**src/rtl/mfbr_pkg.sv**
```systemverilog
// Shared types and codes for the MSB-first bit reader.
`default_nettype none
package mfbr_pkg;

    localparam logic [1:0] FUNC_PUSH  = 2'd0;
    localparam logic [1:0] FUNC_READ  = 2'd1;
    localparam logic [1:0] FUNC_ALIGN = 2'd2;

    localparam logic [1:0] ST_OK    = 2'd0;
    localparam logic [1:0] ST_UNDER = 2'd1;
    localparam logic [1:0] ST_FULL  = 2'd2;

    localparam int WORD_W   = 32;
    localparam int CNT_W    = 6;
    localparam int AVAIL_W  = 10;
    localparam int AVAIL_MAX = 1023;

    typedef enum logic [1:0] {
        OP_PUSH  = 2'd0,
        OP_READ  = 2'd1,
        OP_ALIGN = 2'd2,
        OP_NONE  = 2'd3
    } t_opcode;

    typedef struct packed {
        t_opcode             op;
        logic [WORD_W-1:0]   word;
        logic [CNT_W-1:0]    cnt;   // clamped to 0..32
    } t_op;

endpackage
`default_nettype wire

```
**src/rtl/mfbr_front.sv**
```systemverilog
// Front part: decodes requests and holds them in a two-entry queue.
`default_nettype none
module mfbr_front (
    input  wire logic                        i_clk,
    input  wire logic                        i_rst_n,
    input  wire logic                        i_valid,
    output logic                             o_ready,
    input  wire logic [1:0]                  i_func,
    input  wire logic [mfbr_pkg::WORD_W-1:0] i_word_in,
    input  wire logic [mfbr_pkg::CNT_W-1:0]  i_bit_count,
    output logic                             o_q_valid,
    output mfbr_pkg::t_op                    o_q_op,
    input  wire logic                        i_q_pop
);
    import mfbr_pkg::*;

    t_op        r_q [2];
    logic       r_wr, r_rd;
    logic [1:0] r_qcnt;
    logic [1:0] n_qcnt;
    t_op        n_entry;
    logic       push;

    always_comb begin
        n_entry.word = i_word_in;
        n_entry.cnt  = (i_bit_count > CNT_W'(32)) ? CNT_W'(32) : i_bit_count;
        unique case (i_func)
            FUNC_PUSH:  n_entry.op = OP_PUSH;
            FUNC_READ:  n_entry.op = OP_READ;
            FUNC_ALIGN: n_entry.op = OP_ALIGN;
            default:    n_entry.op = OP_NONE;
        endcase
    end

    assign o_ready   = (r_qcnt != 2'd2);
    assign push      = i_valid && o_ready;
    assign o_q_valid = (r_qcnt != 2'd0);
    assign o_q_op    = r_q[r_rd];

    always_comb begin
        n_qcnt = r_qcnt;
        if (push && !i_q_pop) begin
            n_qcnt = r_qcnt + 2'd1;
        end else if (!push && i_q_pop) begin
            n_qcnt = r_qcnt - 2'd1;
        end
    end

    always_ff @(posedge i_clk) begin
        if (!i_rst_n) begin
            r_wr   <= 1'b0;
            r_rd   <= 1'b0;
            r_qcnt <= 2'd0;
        end else begin
            r_qcnt <= n_qcnt;
            if (push) begin
                r_wr <= ~r_wr;
            end
            if (i_q_pop) begin
                r_rd <= ~r_rd;
            end
        end
    end

    always_ff @(posedge i_clk) begin
        if (push) begin
            r_q[r_wr] <= n_entry;
        end
    end

endmodule
`default_nettype wire

```
**src/rtl/mfbr_back.sv**
```systemverilog
// Back part: word ring, two-word head window, bit extraction and result register.
`default_nettype none
module mfbr_back #(
    parameter int BUF_WORDS = 16
) (
    input  wire logic                          i_clk,
    input  wire logic                          i_rst_n,
    input  wire logic                          i_q_valid,
    input  wire mfbr_pkg::t_op                 i_q_op,
    output logic                               o_q_pop,
    output logic                               o_valid,
    input  wire logic                          i_ready,
    output logic [mfbr_pkg::WORD_W-1:0]        o_value,
    output logic [1:0]                         o_status,
    output logic [mfbr_pkg::AVAIL_W-1:0]       o_bits_available
);
    import mfbr_pkg::*;

    localparam int PW  = $clog2(BUF_WORDS);
    localparam int CW  = $clog2(BUF_WORDS + 1);
    localparam int AW  = CW + 5;
    localparam int AVW = (AW > 11) ? AW : 11;

    // ring of words not yet moved into the window
    logic [WORD_W-1:0] r_mem [BUF_WORDS];
    logic [WORD_W-1:0] r_mdata;
    logic [PW-1:0]     r_wr, r_rd;
    logic [CW-1:0]     r_mcnt, n_mcnt;
    logic              r_fetch_v;

    // architectural position
    logic [CW-1:0]     r_count, n_count;
    logic [4:0]        r_offset, n_offset;

    // head window: word at head and the one after it
    logic [WORD_W-1:0] r_win0, r_win1, n_win0, n_win1;
    logic [1:0]        r_wv, n_wv, wv_after;

    logic                r_ovalid;
    logic [WORD_W-1:0]   r_value;
    logic [1:0]          r_status;
    logic [AVAIL_W-1:0]  r_avail;

    logic [AW-1:0]       avail;
    logic [AVW-1:0]      nav;
    logic                is_read, is_align, is_push;
    logic                underflow, need2, stall, go, do_adv, freed_w, push_ok, fetch;
    logic [5:0]          left, newpos;
    logic [2*WORD_W-1:0] shifted;
    logic [WORD_W-1:0]   top, value;
    logic [1:0]          status;

    always_comb begin
        is_read  = (i_q_op.op == OP_READ);
        is_align = (i_q_op.op == OP_ALIGN);
        is_push  = (i_q_op.op == OP_PUSH);

        avail     = {r_count, 5'b0} - AW'(r_offset);
        underflow = AW'(i_q_op.cnt) > avail;
        left      = 6'd32 - {1'b0, r_offset};
        need2     = i_q_op.cnt > left;

        // a read may need words still on their way from the ring
        stall = is_read && !underflow && (i_q_op.cnt != '0)
                && (need2 ? (r_wv != 2'd2) : (r_wv == 2'd0));
        go    = i_q_valid && !stall && (!r_ovalid || i_ready);

        if (is_read) begin
            newpos = {1'b0, r_offset} + i_q_op.cnt;
        end else begin
            newpos = ({1'b0, r_offset} + 6'd7) & ~6'd7;
        end

        do_adv  = go && ((is_read && !underflow && (i_q_op.cnt != '0))
                         || (is_align && (r_count != '0)));
        freed_w = do_adv && newpos[5];
        push_ok = go && is_push && (r_count < CW'(BUF_WORDS));

        n_count  = r_count;
        n_offset = r_offset;
        if (push_ok) begin
            n_count = r_count + CW'(1);
        end else if (do_adv) begin
            n_count  = r_count - CW'(freed_w);
            n_offset = (n_count == '0) ? 5'd0 : newpos[4:0];
        end

        shifted = {r_win0, r_win1} << r_offset;
        top     = shifted[2*WORD_W-1:WORD_W];
        value   = '0;
        status  = ST_OK;
        if (is_read && underflow) begin
            status = ST_UNDER;
        end else if (is_read && (i_q_op.cnt != '0)) begin
            value = top >> (6'd32 - i_q_op.cnt);
        end else if (is_push && !push_ok) begin
            status = ST_FULL;
        end

        nav = AVW'({n_count, 5'b0}) - AVW'(n_offset);
    end

    // window refill from the ring
    always_comb begin
        fetch    = (r_mcnt != '0) && ((3'(r_wv) + 3'(r_fetch_v)) < 3'd2);
        n_mcnt   = r_mcnt + CW'(push_ok) - CW'(fetch);
        wv_after = r_wv - 2'(freed_w);
        n_wv     = wv_after + 2'(r_fetch_v);
        n_win0   = freed_w ? r_win1 : r_win0;
        n_win1   = r_win1;
        if (r_fetch_v) begin
            if (wv_after == 2'd0) begin
                n_win0 = r_mdata;
            end else begin
                n_win1 = r_mdata;
            end
        end
    end

    assign o_q_pop          = go;
    assign o_valid          = r_ovalid;
    assign o_value          = r_value;
    assign o_status         = r_status;
    assign o_bits_available = r_avail;

    always_ff @(posedge i_clk) begin
        if (!i_rst_n) begin
            r_wr      <= '0;
            r_rd      <= '0;
            r_mcnt    <= '0;
            r_fetch_v <= 1'b0;
            r_count   <= '0;
            r_offset  <= '0;
            r_wv      <= '0;
            r_ovalid  <= 1'b0;
        end else begin
            r_mcnt    <= n_mcnt;
            r_fetch_v <= fetch;
            r_count   <= n_count;
            r_offset  <= n_offset;
            r_wv      <= n_wv;
            if (push_ok) begin
                r_wr <= (r_wr == PW'(BUF_WORDS - 1)) ? '0 : r_wr + PW'(1);
            end
            if (fetch) begin
                r_rd <= (r_rd == PW'(BUF_WORDS - 1)) ? '0 : r_rd + PW'(1);
            end
            if (go) begin
                r_ovalid <= 1'b1;
            end else if (i_ready) begin
                r_ovalid <= 1'b0;
            end
        end
    end

    always_ff @(posedge i_clk) begin
        r_win0 <= n_win0;
        r_win1 <= n_win1;
        if (go) begin
            r_value  <= value;
            r_status <= status;
            r_avail  <= (nav > AVW'(AVAIL_MAX)) ? AVAIL_W'(AVAIL_MAX) : nav[AVAIL_W-1:0];
        end
    end

    always_ff @(posedge i_clk) begin
        if (push_ok) begin
            r_mem[r_wr] <= i_q_op.word;
        end
        if (fetch) begin
            r_mdata <= r_mem[r_rd];
        end
    end

`ifndef SYNTH
    a_word_split: assert property (@(posedge i_clk) disable iff (!i_rst_n)
        r_count == r_mcnt + CW'(r_wv) + CW'(r_fetch_v))
        else $error("stored word count does not match ring plus window");

    a_window_cap: assert property (@(posedge i_clk) disable iff (!i_rst_n)
        (3'(r_wv) + 3'(r_fetch_v)) <= 3'd2)
        else $error("head window overfilled");

    a_empty_offset: assert property (@(posedge i_clk) disable iff (!i_rst_n)
        (r_count == '0) |-> (r_offset == 5'd0))
        else $error("bit offset nonzero with no stored words");

    a_err_zero: assert property (@(posedge i_clk) disable iff (!i_rst_n)
        (r_ovalid && (r_status != ST_OK)) |-> (r_value == '0))
        else $error("failed request returned nonzero value");
`endif

endmodule
`default_nettype wire

```
**src/rtl/msb_first_bit_reader_top.sv**
```systemverilog
// An accepted request passes through the request queue and then the result register.
// Throughput: one request per cycle while i_ready is high; a read needing a word not yet in
// the head window waits for the ring read port (recent pushes, or the word after a freed one).
// The two-entry request queue and the result register let each side stall on its own.
// Reset: synchronous, active low; clears the queue, position and word counts.
// Ring contents are not cleared; only written words are ever read.
`default_nettype none
module msb_first_bit_reader_top #(
    parameter int BUF_WORDS = 16
) (
    input  wire logic                           i_clk,
    input  wire logic                           i_rst_n,
    input  wire logic                           i_valid,
    output logic                                o_ready,
    input  wire logic [1:0]                     i_func,
    input  wire logic [mfbr_pkg::WORD_W-1:0]    i_word_in,
    input  wire logic [mfbr_pkg::CNT_W-1:0]     i_bit_count,
    output logic                                o_valid,
    input  wire logic                           i_ready,
    output logic [mfbr_pkg::WORD_W-1:0]         o_value,
    output logic [1:0]                          o_status,
    output logic [mfbr_pkg::AVAIL_W-1:0]        o_bits_available
);
    import mfbr_pkg::*;

    logic q_valid, q_pop;
    t_op  q_op;

    mfbr_front u_front (
        .i_clk       (i_clk),
        .i_rst_n     (i_rst_n),
        .i_valid     (i_valid),
        .o_ready     (o_ready),
        .i_func      (i_func),
        .i_word_in   (i_word_in),
        .i_bit_count (i_bit_count),
        .o_q_valid   (q_valid),
        .o_q_op      (q_op),
        .i_q_pop     (q_pop)
    );

    mfbr_back #(
        .BUF_WORDS (BUF_WORDS)
    ) u_back (
        .i_clk            (i_clk),
        .i_rst_n          (i_rst_n),
        .i_q_valid        (q_valid),
        .i_q_op           (q_op),
        .o_q_pop          (q_pop),
        .o_valid          (o_valid),
        .i_ready          (i_ready),
        .o_value          (o_value),
        .o_status         (o_status),
        .o_bits_available (o_bits_available)
    );

endmodule
`default_nettype wire
```
**config.mk**
```make
export PLATFORM = sky130hd
export DESIGN_NAME = msb_first_bit_reader_top
export DESIGN_NICKNAME = d
export VERILOG_FILES = /design/src/rtl/mfbr_pkg.sv /design/src/rtl/mfbr_front.sv /design/src/rtl/mfbr_back.sv /design/src/rtl/msb_first_bit_reader_top.sv
export SDC_FILE = /design/constraint.sdc
export NUM_CORES = 1
export LEC_CHECK = 0
export BUFFER_PORTS_ARGS = -buffer_cell sky130_fd_sc_hd__buf_2
export CELL_PAD_IN_SITES_DETAIL_PLACEMENT = 1
export CELL_PAD_IN_SITES_GLOBAL_PLACEMENT = 1
export CORE_UTILIZATION = 39
export CTS_CLUSTER_SIZE = 28
export DETAILED_ROUTE_END_ITERATION = 6
export GPL_ROUTABILITY_DRIVEN = 0
export PLACE_DENSITY_LB_ADDON = 0.1
export SETUP_SLACK_MARGIN = 0.4
export SYNTH_ARGS = -nofsm -noshare
export SYNTH_HDL_FRONTEND = slang
export SYNTH_SLANG_ARGS = --single-unit
```
**constraint.sdc**
```tcl
create_clock -name i_clk -period 18.3 [get_ports i_clk]
set_input_delay 1.83 -clock i_clk [delete_from_list [all_inputs] [get_ports i_clk]]
set_output_delay 1.83 -clock i_clk [all_outputs]
set_load 0.05 [all_outputs]
```
==> results of run 1 <==
Yosys cell counts (3+ instances only):
cell	instances	area, um2
nor3b_1	4	30.03
buf_6	4	45.04
a31oi_1	9	56.30
mux4_1	7	183.9
clkbuf_1	65	244.0
o21ai_0	51	255.2
o31ai_1	3	22.52
o2bb2ai_1	4	35.03
nor3_1	20	100.1
and3_1	7	43.79
a21o_1	5	37.54
a21oi_1	41	205.2
mux4_2	221	4977
nor2b_1	8	50.05
a22o_1	5	43.79
dfxtp_1	64	1281
edfxtp_1	700	21020
a2bb2oi_1	5	43.79
o221ai_1	11	96.34
mux2_2	73	822.0
o211ai_1	12	90.09
nand3_1	24	120.1
a211o_1	6	52.55
xnor2_1	15	131.4
nand2b_1	12	75.07
inv_1	32	120.1
nand2_1	129	484.2
a22oi_1	21	157.7
or2_2	4	25.02
o21ai_1	8	40.04
ha_1	34	425.4
and2_1	15	93.84
nor2_1	115	431.7
buf_2	15	75.07
o22ai_1	27	168.9
a211oi_1	12	90.09
mux2i_1	100	1001
xor2_1	16	140.1
buf_4	8	60.06
a32oi_1	4	35.03
buf_1	24	90.09
or3_1	6	37.54
critical path: cells and delay by family, from the launching register on:
family / cells / cell delay [ns]
flops: 1 / 0.32
mux: 2 / 0.99
simple gates: 10 / 1.95
fa+ha+maj: 4 / 1.15
xor+xnor: 1 / 0.17
compound gates: 4 / 1.50
buf+inv: 4 / 1.37
power breakdown:
| group | switching (mW) | internal, mW |
|---|---|---|
| clock network | 0.685 | 0.936 |
| logic | 1.19 | 0.716 |
| registers | 0.167 | 2.28 |
| total | 2.04 | 3.94 |
layer usage:
layer	part of all wire [%]	routed length, um
met5	0	0
met4	2.2	1928
met1	46	39480
met3	3.2	2711
met2	49	41910
kinds of logic (layout without fill, tap and decap cells):
kind of cell	Yosys count	in the layout	synth area share, %
mux	404	404	20.64
compound gates	252	252	4.984
fa+ha+maj	36	36	1.365
flops	764	764	65.42
simple gates	361	361	4.827
buf+inv	153	315	1.967
xor+xnor	31	31	0.7965
how the worst max path moves through the flow:
stage	endpoint	slack (ns)	cells past startpoint
6_report	u_back.o_bits_available[3]	10.55	25
5_1_grt	u_back.o_bits_available[3]	9.89	25
4_1_cts	u_back.o_bits_available[3]	10.48	25
3_5_place_dp	u_back.o_bits_available[3]	10.49	25
3_3_place_gp	u_back.o_bits_available[4]	10.68	25
2_1_floorplan	u_back.r_win1[0]	11.36	17
cell usage in the layout, fill, tap and decap left out, drive strengths merged, types with 8 or more instances in the layout:
| cell type | Yosys | routed |
|---|---|---|
| a22oi | 21 | 21 |
| clkbuf | 66 | 98 |
| dfxtp | 64 | 64 |
| xor2 | 16 | 16 |
| nor2b | 8 | 8 |
| mux2 | 74 | 74 |
| a31oi | 10 | 10 |
| nand2 | 130 | 130 |
| inv | 33 | 38 |
| a21oi | 42 | 42 |
| nand2b | 12 | 12 |
| ha | 34 | 34 |
| o22ai | 27 | 27 |
| xnor2 | 15 | 15 |
| edfxtp | 700 | 700 |
| mux2i | 102 | 102 |
| nor2 | 116 | 116 |
| o211ai | 12 | 12 |
| buf | 52 | 131 |
| clkinv | 2 | 40 |
| o221ai | 11 | 11 |
| and2 | 15 | 15 |
| a211oi | 12 | 12 |
| nor3 | 22 | 22 |
| o21ai | 60 | 60 |
| nand3 | 24 | 24 |
| mux4 | 228 | 228 |
metrics by stage:
step | power, mW | instance area, um2 | hold WS (ns) | worst slack, ns
detailed placement | 4.406 | 35940 | 0.4334 | 10.49
CTS | 6.046 | 38570 | 0.4488 | 10.48
global placement | 4.365 | 35940 | 0.4338 | 10.68
floorplan | 3.817 | 34090 | 0.4262 | 11.36
global route | 6.261 | 38570 | 0.4583 | 9.888
finish | 5.975 | 38570 | 0.4471 | 10.55
flip-flops by register name (all words and copies together) (netlist names), 4 cells and up, named ones only:
signal                   count
u_back.r_mem               512
u_back.r_win1               32
u_back.r_win0               32
u_back.r_rd                  4
u_back.r_offset              5
u_front.r_q                 80
u_back.r_mcnt                5
u_back.o_value              32
u_back.r_count               5
u_back.o_bits_available     10
u_back.r_mdata              32
u_back.r_wr                  4
final cells by class:
cell class	count	share of cell area, %
inverters	35	0.3406
multi-input cells	1084	29.27
flip-flops and latches	764	57.87
repair buffers	131	1.972
clock buffers	98	5.531
well taps	1155	3.747
clock inverters	51	1.272
==> out/metrics.csv, run 1 <==
stage;metric;value;unit
run_status;status;completed;
clocking;hold_buf cts;0;
critical_path;critical path class;register to register;
synthesis;syn avg cell area;17.04;um2
route;via count;18680;
sta;TNS Setup;0;ns
grt;pin count of the biggest net entering global routing;65;
synthesis;Syn Inst Count;2001;
sta;Peak Freq;129.0;MHz
cells_and_area;fillers;8313;
grt;GRT met2 Usage;32.22;%
cells_and_area;Final Util;44.53;%
sta;period utilization;42.36;%
worst_hold_path;Hold Crit Class;register to register;
clocking;total CTS buffers;82;
sta;Tmin final;7.752;ns
critical_path;Slowest-stage cell, CP;a2bb2oi_2;
clocking;TritonCTS Sinks;764;
cells_and_area;Non-Filler Instances;3318;
critical_path;Critical Path End Type;register;
critical_path;Worst Setup Start Kind;register;
route;DRC Markers;0;
critical_path;Most common cell on crit path;ha_1;
synthesis;syn_nets;2081;
grt;GRT Overall Usage;19.55;%
cells_and_area;share of cells above drive strength 1;27.60;%
cells_and_area;number of diodes;0;
synthesis;post-synthesis sequential area ratio;65.42;%
power_and_ir_drop;IR drop worst, VDD;89.94;uV
route;drt wl/cell;25.93;um
critical_path;Worst R2R Path Depth;25;
clocking;CTS tree;built;
placement;# port buffers;89;
floorplan;Die H;297.6;um
critical_path;worst path required time;18.68;ns
route;Post-Route WL;86030;um
placement;placed cell count;3169;
power_and_ir_drop;Power Density;154.9;nW/um2
floorplan;starting density of the core;39.36;%
placement;post-DP HPWL;53040;um
clocking;CTS max path bufs;3;
cells_and_area;layout net count;2178;
clocking;Worst-path clk slew;0.06;ns
critical_path;worst-path maximum fanout;48;
synthesis;#FFs+latches synth;764;
floorplan;Die ar.;88590;um2
grt;initial antenna violation count;0;
sta;Worst slew margin;16.62;%
synthesis;Ys Warns;0;
floorplan;core area;86620;um2
synthesis;Cell variety after synth;87;
power_and_ir_drop;leakage;12.84;nW
run;Max-cap violations;0;
route;DRT antenna net count;0;
sta;Hold Vio Cnt, Final;0;
clocking;setup bufs post-CTS;0;
synthesis;Async S/R FF share, synth;0;%
cells_and_area;sequential cell area;22320;um2
grt;remaining global-route overflow;0;
grt;met3 track demand over resource;2.264;%
floorplan;# IOs;90;
worst_hold_path;Hold Startpoint;u_back.r_mdata[24];
critical_path;CP Data Arrival Time;8.13;ns
cells_and_area;Multi-input gate area;11290;um2
critical_path;max incr delay on CP;0.67;ns
sta;Worst Tran Pin Value;1.246;ns
clocking;Clock H-tree levels;3;
clocking;Skew-Pair Late Insertion Delay;0.65;ns
sta;Slew Viols, Final;0;
clocking;CTS root buf;clkbuf_16;
worst_hold_path;Worst Hold End;u_back.r_win1[24];
route;DR vias/cell;5.629;
synthesis;Post-synth EDFFs;700;
sta;RSZ-0062 raised after global routing;no;
route;initial drt markers;1327;
synthesis;mapped cell area;34090;um2
worst_hold_path;Hold Path Depth;0;
floorplan;num rows;108;
clocking;post-CTS resize count;0;
critical_path;setup slack on the worst flop-to-flop path;10.55;ns
critical_path;r2r endpoint;u_back.o_bits_available[3];
floorplan;DIE WIDTH;297.6;um
grt;global-route wire length before repair;130200;um
sta;Setup-failing EPs final;0;
grt;gr busiest metal;met2;
grt;met1 GRT Util;27.19;%
grt;number of global-route vias before repair;20210;
route;1st-pass router iterations;5;
synthesis;Post-synth top flop;edfxtp_1;
cells_and_area;Layout area overhead;13.14;%
sta;Layout Skew;0.02630;ns
(Power assumes the default switching activity.)
==> run 2: changes to the inputs <==
- clock period: 18.3 -> 7.4 ns (I/O delays scaled with it)
==> out/metrics.csv, run 2 (synthesized netlist as in run 1, its figures left out) <==
stage;metric;value;unit
run_status;status;completed;
cells_and_area;most frequent cells in the layout;700 x edfxtp_1, 221 x mux4_2, 129 x nand2_1;
cells_and_area;layout net count;2180;
route;DRT antenna net count;0;
sta;Setup-failing EPs final;0;
floorplan;starting density of the core;39.36;%
floorplan;# IOs;90;
clocking;CTS max path bufs;3;
route;initial drt markers;1137;
critical_path;Worst R2R Path Depth;23;
clocking;TritonCTS Sinks;764;
critical_path;worst-path maximum fanout;17;
sta;Tmin final;6.322;ns
critical_path;critical path class;register to register;
sta;period utilization;85.43;%
clocking;Clock H-tree levels;3;
sta;RSZ-0062 raised after global routing;no;
cells_and_area;Biggest register;u_back.r_mem;
power_and_ir_drop;IR drop worst, VDD;315.7;uV
clocking;CTS root buf;clkbuf_16;
grt;number of global-route vias before repair;20000;
cells_and_area;Top Registers;u_back.r_mem x512, u_front.r_q x80;
grt;global-route wire length before repair;130900;um
sta;Hold Vio Cnt, Final;0;
floorplan;num rows;108;
power_and_ir_drop;Final Power;14.79;mW
cells_and_area;fillers;8290;
clocking;Worst-path clk slew;0.06;ns
route;DR vias/cell;5.661;
worst_hold_path;Hold Crit Class;primary input to register;
clocking;hold_buf cts;0;
power_and_ir_drop;Power Density;383.3;nW/um2
sta;Layout Skew;0.02898;ns
sta;Peak Freq;158.2;MHz
route;via count;18800;
grt;GRT Overall Usage;19.69;%
sta;Worst slew margin;11.84;%
placement;post-DP HPWL;52820;um
critical_path;worst path required time;7.76;ns
cells_and_area;sequential cell area;22320;um2
worst_hold_path;Hold Path Depth;1;
grt;pin count of the biggest net entering global routing;103;
sta;Slew Viols, Final;0;
cells_and_area;Layout area overhead;13.22;%
grt;initial antenna violation count;2;
cells_and_area;number of diodes;0;
route;Post-Route WL;86930;um
clocking;total CTS buffers;84;
cells_and_area;commonest non-fill, non-tap cell in the layout;edfxtp_1;
sta;Worst Tran Pin Value;1.318;ns
sta;TNS Setup;0;ns
cells_and_area;Multi-input gate area;11300;um2
floorplan;core area;86620;um2
clocking;CTS tree;built;
floorplan;DIE WIDTH;297.6;um
grt;remaining global-route overflow;0;
floorplan;Die H;297.6;um
route;drt wl/cell;26.17;um
cells_and_area;share of cells above drive strength 1;27.65;%
floorplan;Die ar.;88590;um2
route;DRC Markers;0;
route;1st-pass router iterations;5;
power_and_ir_drop;leakage;12.82;nW
critical_path;Critical Path End Type;register;
cells_and_area;Largest register FFs;512;
clocking;Skew-Pair Late Insertion Delay;0.64;ns
critical_path;Worst Setup Start Kind;register;
run;Max-cap violations;0;
critical_path;CP Data Arrival Time;6.69;ns
placement;# port buffers;89;
## run 2: area by class of cell
| type | count | area share, % |
|---|---|---|
| Sequential cell | 764 | 57.83 |
| Multi-Input combinational cell | 1084 | 29.27 |
| Tap cell | 1155 | 3.744 |
| Clock buffer | 108 | 5.867 |
| Clock inverter | 44 | 0.9498 |
| Timing Repair Buffer | 131 | 2.003 |
| Inverter | 35 | 0.3404 |
## run 2: what timing repair did
action / 4_1_cts / 5_1_grt
setup buffers: 0 / 0
resized for setup: 0 / 2
endpoints found under the setup margin: 0 / 10
## run 2: power by group
group          total [mW]  switching [mW]  internal, mW
Sequential           6.07           0.421          5.65
Clock                4.00            1.72          2.28
Combinational        4.73            2.95          1.78
Total                14.8            5.09          9.70
## run 2: layer usage
| metal | routed length, um | vias up | track usage (%) |
|---|---|---|---|
| met5 | 13 | - | 0 |
| met4 | 1804 | 2 | 5.486 |
| met3 | 3261 | 121 | 2.491 |
| met2 | 43230 | 408 | 33.08 |
| met1 | 38620 | 9969 | 26.92 |
| li1 | - | 8299 | - |
## run 2: final timing paths
check	start	end	slack (ns)
worst min register to register	u_back.r_mdata[4]	u_back.r_win1[4]	0.44
worst min-delay path	i_word_in[16]	u_front.r_q[0][22]	0.30
worst max register to register	register	u_back.o_bits_available[4]	1.08
worst max-delay path	register	u_back.o_bits_available[4]	1.08
## run 2: metrics by stage
| stage | worst slack, ns | hold WS [ns] | std cells | instance area [um2] | util, % |
|---|---|---|---|---|---|
| global route | 0.5137 | 0.2590 | 3321 | 38600 | 44.56 |
| CTS | 0.7302 | 0.2440 | 3321 | 38590 | 44.55 |
| detailed placement | 0.7432 | 0.4373 | 3169 | 35960 | 41.51 |
| global placement | 1.009 | 0.4333 | 3169 | 35960 | 41.51 |
| finish | 1.078 | 0.2956 | 3321 | 38600 | 44.56 |
| floorplan | 0.4615 | 0.4262 | 2001 | 34090 | - |
## run 2: critical path: stages, from the launching register on
cell and delay (ns):
dfxtp_2 0.53, mux2i_2 0.43, inv_1 0.13, ha_1 0.33
a21oi_1 0.14, o221ai_1 0.21, a211oi_2 0.44, nor3_4 0.13
a2bb2oi_2 0.19, or2_2 0.33, inv_1 0.10, ha_1 0.18
nor3b_1 0.38, xor2_1 0.14, or4_1 0.67, nand2_1 0.15
nor3b_1 0.06, a21oi_1 0.29, ha_1 0.31, nand3_1 0.09
mux2i_1 0.43, nor2_1 0.13, nand4b_2 0.17, o21ai_1 0.08
